**config.mk**
```make
export PLATFORM = sky130hd
export DESIGN_NAME = skt_cell
export DESIGN_NICKNAME = d
export VERILOG_FILES = /design/src/sv/sorted_key_table_engine_assert.svh /design/src/sv/skt_pkg.sv /design/src/sv/skt_cell.sv
export SDC_FILE = /design/constraint.sdc
export NUM_CORES = 1
export LEC_CHECK = 0
export ABC_AREA = 1
export BUFFER_PORTS_ARGS = -buffer_cell sky130_fd_sc_hd__buf_2
export CORE_ASPECT_RATIO = 1.5
export CORE_UTILIZATION = 39
export CTS_BUF_LIST = sky130_fd_sc_hd__clkbuf_8
export DETAILED_ROUTE_END_ITERATION = 8
export GPL_ROUTABILITY_DRIVEN = 0
export PLACE_DENSITY = 0.82
export SLEW_MARGIN = 20
export SYNTH_ARGS = -nofsm -noshare
export SYNTH_HDL_FRONTEND = slang
export SYNTH_SLANG_ARGS = --single-unit
```
**constraint.sdc**
```tcl
create_clock -name clk -period 4.14 [get_ports clk]
set_input_delay 0 -clock clk [delete_from_list [all_inputs] [get_ports clk]]
set_output_delay 0 -clock clk [all_outputs]
set_load 0.01 [all_outputs]
```
**src/sv/sorted_key_table_engine_assert.svh**
```systemverilog
// Assertion macros for the sorted key table engine.
`ifndef SORTED_KEY_TABLE_ENGINE_ASSERT_SVH
`define SORTED_KEY_TABLE_ENGINE_ASSERT_SVH

`ifndef SYNTHESIS
// The consequent must hold in the same cycle as the antecedent.
`define SKT_ASSERT_NOW(label, ante, cons, msg) \
  label: assert property (@(posedge clk) disable iff (!rst_n) (ante) |-> (cons)) \
    else $error(msg);
// The consequent must hold in the cycle after the antecedent.
`define SKT_ASSERT_NEXT(label, ante, cons, msg) \
  label: assert property (@(posedge clk) disable iff (!rst_n) (ante) |=> (cons)) \
    else $error(msg);
`else
`define SKT_ASSERT_NOW(label, ante, cons, msg)
`define SKT_ASSERT_NEXT(label, ante, cons, msg)
`endif

`endif

```
**src/sv/skt_pkg.sv**
```systemverilog
// Shared types and constants of the sorted key table engine.
package skt_pkg;

  // Widths of the fixed fields.
  localparam int MODE_W     = 3;
  localparam int STATUS_W   = 3;
  localparam int POSITION_W = 6;
  localparam int CFG_IDX_W  = 1;
  localparam int CFG_DATA_W = 1;

  // Operation codes carried in the mode field.
  typedef enum logic [MODE_W-1:0] {
    MODE_INSERT = 3'd0,
    MODE_LOOKUP = 3'd1,
    MODE_DELETE = 3'd2,
    MODE_READ   = 3'd3,
    MODE_POP    = 3'd4,
    MODE_CLEAR  = 3'd5,
    MODE_ALLOC  = 3'd6
  } mode_t;

  // Result status codes.
  typedef enum logic [STATUS_W-1:0] {
    ST_OK        = 3'd0,
    ST_NOT_FOUND = 3'd1,
    ST_DUPLICATE = 3'd2,
    ST_FULL      = 3'd3,
    ST_BAD       = 3'd4
  } result_code_t;

  // Configuration register indexes.
  localparam logic [CFG_IDX_W-1:0] CFG_ORDER_DESC = 1'b0;
  localparam logic [CFG_IDX_W-1:0] CFG_UNIQUE     = 1'b1;

  // Shift command broadcast to the row of cells.
  typedef struct packed {
    logic ins;  // open a slot at the index and write the new pair there
    logic rem;  // close the slot at the index, pulling entries from the right
  } shift_cmd_t;

endpackage

```
**src/sv/skt_cell.sv**
```systemverilog
// One table cell: holds a key and handle pair, compares and shifts with its neighbors.
module skt_cell #(
  parameter int KEY_BITS    = 16,
  parameter int HANDLE_BITS = 16,
  parameter int CNT_W       = 7,
  parameter int INDEX       = 0
) (
  input  logic                   clk,
  input  skt_pkg::shift_cmd_t    shift,
  input  logic [CNT_W-1:0]       shift_idx,
  input  logic [KEY_BITS-1:0]    new_key,
  input  logic [HANDLE_BITS-1:0] new_handle,
  input  logic [KEY_BITS-1:0]    left_key,
  input  logic [HANDLE_BITS-1:0] left_handle,
  input  logic [KEY_BITS-1:0]    right_key,
  input  logic [HANDLE_BITS-1:0] right_handle,
  input  logic [KEY_BITS-1:0]    cmp_key,
  input  logic [CNT_W-1:0]       sel,
  output logic [KEY_BITS-1:0]    key_q,
  output logic [HANDLE_BITS-1:0] handle_q,
  output logic                   eq_q,
  output logic                   gt_q,
  output logic [KEY_BITS-1:0]    rd_key,
  output logic [HANDLE_BITS-1:0] rd_handle
);

  localparam logic [CNT_W-1:0] MY_IDX = CNT_W'(INDEX);

  logic [KEY_BITS-1:0]    key_r, key_nxt;
  logic [HANDLE_BITS-1:0] handle_r, handle_nxt;
  logic                   eq_r, gt_r;
  logic                   picked;

  // Next contents: shift right on insert, shift left on remove.
  always_comb begin
    key_nxt    = key_r;
    handle_nxt = handle_r;
    if (shift.ins) begin
      if (MY_IDX > shift_idx) begin
        key_nxt    = left_key;
        handle_nxt = left_handle;
      end else if (MY_IDX == shift_idx) begin
        key_nxt    = new_key;
        handle_nxt = new_handle;
      end
    end else if (shift.rem) begin
      if (MY_IDX >= shift_idx) begin
        key_nxt    = right_key;
        handle_nxt = right_handle;
      end
    end
  end

  // Entry storage and registered compare flags against the search key.
  always_ff @(posedge clk) begin
    key_r    <= key_nxt;
    handle_r <= handle_nxt;
    eq_r     <= (key_r == cmp_key);
    gt_r     <= (key_r > cmp_key);
  end

  // Readout is masked so the row can be OR-combined.
  assign picked    = (MY_IDX == sel);
  assign rd_key    = picked ? key_r : '0;
  assign rd_handle = picked ? handle_r : '0;

  assign key_q    = key_r;
  assign handle_q = handle_r;
  assign eq_q     = eq_r;
  assign gt_q     = gt_r;

endmodule

```
==> metrics <==
nature of the critical path startpoint input pin; count of synthesis-stage warnings from yosys 0; register clock-pin slew on the reported worst setup and hold paths 0.07 ns; vias per cell 4.57; Critical Path RT 4.16 ns; total number of nets in the final design 635; critical path type in2reg; Starting Density 40.6%; number of max-slew violations in the final report 0; initial antenna violation count 0; top library cells by usage in the layout, fill and taps aside buf_2, nand2_1, inv_1, dlygate4sd3_1, edfxtp_1; DRC errors left 0; clock tree from TritonCTS done; Worst Clk Skew 0.00649 ns; cell depth of the worst min-delay path 3; Vias 2562; Die Span X 63.8 um; core occupancy in the finished layout 66.3%; final hold slack 0.00699 ns; result of the run finished clean; post-route fraction of the period consumed by the critical path 48.0%; wire length of the first global-routing pass 10000 um; max-cap violations 0; worst ir drop on vdd 0.200 mV; leakage power 2.10 nW; portion of the post-synthesis area used by sequential elements 44.9%; clock latency on the worst-skew pair 0.28 ns; post-layout instance count excluding filler cells 561; diode insertion count for antenna repair 0; average size of a mapped cell 7.91 um2; register-to-register path setup slack 2.69 ns; Root Buffer Master clkbuf_8; CTS-repair resized insts 0; met2 routed WL 3820 um; relative area change from synthesis to final layout 63.2%; Syn Nets 427; setup TNS 0 ns; total of flip-flops plus latches after synthesis 34; post-layout instance area 3640 um2; Max Clock Freq 504 MHz; placed cell area 3080 um2; placed wire-length estimate after detailed placement 4330 um; Cell Pwr Density 210 nW/um2; Hold Path Origin new_handle[14]; Placed Cells incl. Taps 505; die boundary height 94.6 um; via count of the first global-routing pass 2495; Met1 Routed Length 2260 um; CTS H-tree lvls 2; fraction of layout cells with a size suffix above 1 41.1%; startpoint of the worst register-to-register path key_q[11]; capturing point of the worst reg2reg path gt_q; top layer used by detailed routing met4; final number of hold-violating endpoints 0; met3 WL post-DR 353 um; drt first pass iters 4; terminating pin of the worst hold path handle_q[14]; maximum number of pins on one net before global-route repair 35; Longest Clk Path Bufs 2; die outline area 6030 um2; Iteration-0 DRC Markers 55; Routed Wire Length 6630 um; num ports 195; total congestion overflow 0; R2R cell count 7; clk sinks 34; CP endpoint kind register; # port buffers 162; FP Rows 33; final critical-path required period 1.99 ns; most common library cell in the layout ignoring fill and taps buf_2; count of mapped cells out of synthesis 282; total standard cell area after synthesis 2230 um2; unrepaired setup endpoints after global routing false; biggest fanout along the worst timing path 34; count of filler cells inserted in the layout 449; All-Layer GR Usage 21.7%; floorplan core area 5490 um2; worst-case headroom to the max-slew limit 28.3%; Synth cell types 22; path category of the worst min-delay check in2reg; detail-routed net length per standard cell 11.8 um; Worst-Margin Slew 1.07 ns; number of buffers added by the clock tree synthesis step 5; remaining antenna violation count after routing 0; count of endpoints failing setup in the final report 0; arrival time worst endpoint 2.01 ns
[repair_timing]
item                                   CTS  global route
hold buffers                            48             0
endpoints found under the hold margin   28             0
setup buffers                            0             0
[worst max-delay path by stage]
stage / start / endpoint / cells after the start
2_1_floorplan: shift[1] / handle_q[0] / 3
3_3_place_gp: shift[1] / handle_q[5] / 4
3_5_place_dp: shift[1] / handle_q[5] / 4
4_1_cts: shift[1] / key_q[9] / 5
5_1_grt: shift[1] / key_q[10] / 5
6_report: shift[1] / handle_q[7] / 5
[cells in the mapped netlist]
| master | count | area, um2 |
|---|---|---|
| nand2_1 | 113 | 424 |
| nor4_1 | 1 | 6.26 |
| a21o_1 | 1 | 7.51 |
| o211ai_1 | 1 | 7.51 |
| a21oi_1 | 7 | 35.0 |
| nor2_4 | 3 | 33.8 |
| buf_2 | 4 | 20.0 |
| nor3_1 | 2 | 10.0 |
| nor2_1 | 8 | 30.0 |
| nor4_2 | 1 | 12.5 |
| dfxtp_1 | 2 | 40.0 |
| buf_6 | 3 | 33.8 |
| nand2_2 | 1 | 6.26 |
| inv_1 | 53 | 199 |
| o21ai_0 | 1 | 5.00 |
| edfxtp_1 | 32 | 961 |
| nor2_2 | 27 | 169 |
| and2b_1 | 1 | 7.51 |
| nand4_1 | 1 | 6.26 |
| clkbuf_1 | 3 | 11.3 |
| ha_1 | 16 | 200 |
| nand3_1 | 1 | 5.00 |
[registers in the layout, indices dropped and copies added (netlist names)]
signal    flops
gt_q          1
handle_q     16
key_q        16
eq_q          1
[per-layer routing]
| metal | GRT usage, % | vias to the layer above |
|---|---|---|
| met1 | 19.6 | 1151 |
| met4 | 10.6 | 0 |
| met3 | 4.35 | 21 |
| li1 | - | 1267 |
| met2 | 44.2 | 123 |
| met5 | 0 | - |
[metrics by stage]
stage	worst slack [ns]	total power, W
after global routing	2.01	0.000800
after floorplan	0.330	0.000442
after CTS	2.22	0.000768
final	2.15	0.000763
after detailed placement	2.41	0.000500
after global placement	2.46	0.000495
[critical path, stage by stage]
cell and delay, ns:
buf_2 0.50, inv_1 0.64, nand2_1 0.22, nand2_1 0.07
dlygate4sd3_1 0.57
[cell families after synthesis]
| kind of cell | Yosys count | share of synthesized area (%) |
|---|---|---|
| and+or+nand+nor | 159 | 31.9 |
| buffers and inverters | 63 | 11.8 |
| DFF | 34 | 44.9 |
| adders and majority gates | 16 | 8.97 |
| AOI/OAI and AO/OA | 10 | 2.47 |
[where the power goes]
part	internal, W	total (W)	leakage [nW]	switching [W]
clock network	0.000113	0.000225	0.0468	0.000112
logic	0.0000912	0.000156	1.76	0.0000649
registers	0.000381	0.000382	0.295	0.00000126
[area by class of cell]
| cell class | instances | area, um2 | share of cell area, % |
|---|---|---|---|
| Sequential cell | 34 | 1000 | 27.5 |
| Inverter | 53 | 199 | 5.47 |
| Tap cell | 70 | 87.6 | 2.41 |
| Clock inverter | 3 | 12.5 | 0.344 |
| Multi-Input combinational cell | 185 | 972 | 26.7 |
| Timing Repair Buffer | 211 | 1300 | 35.7 |
| Clock buffer | 5 | 68.8 | 1.89 |
Power figures use the tool's default switching activity.
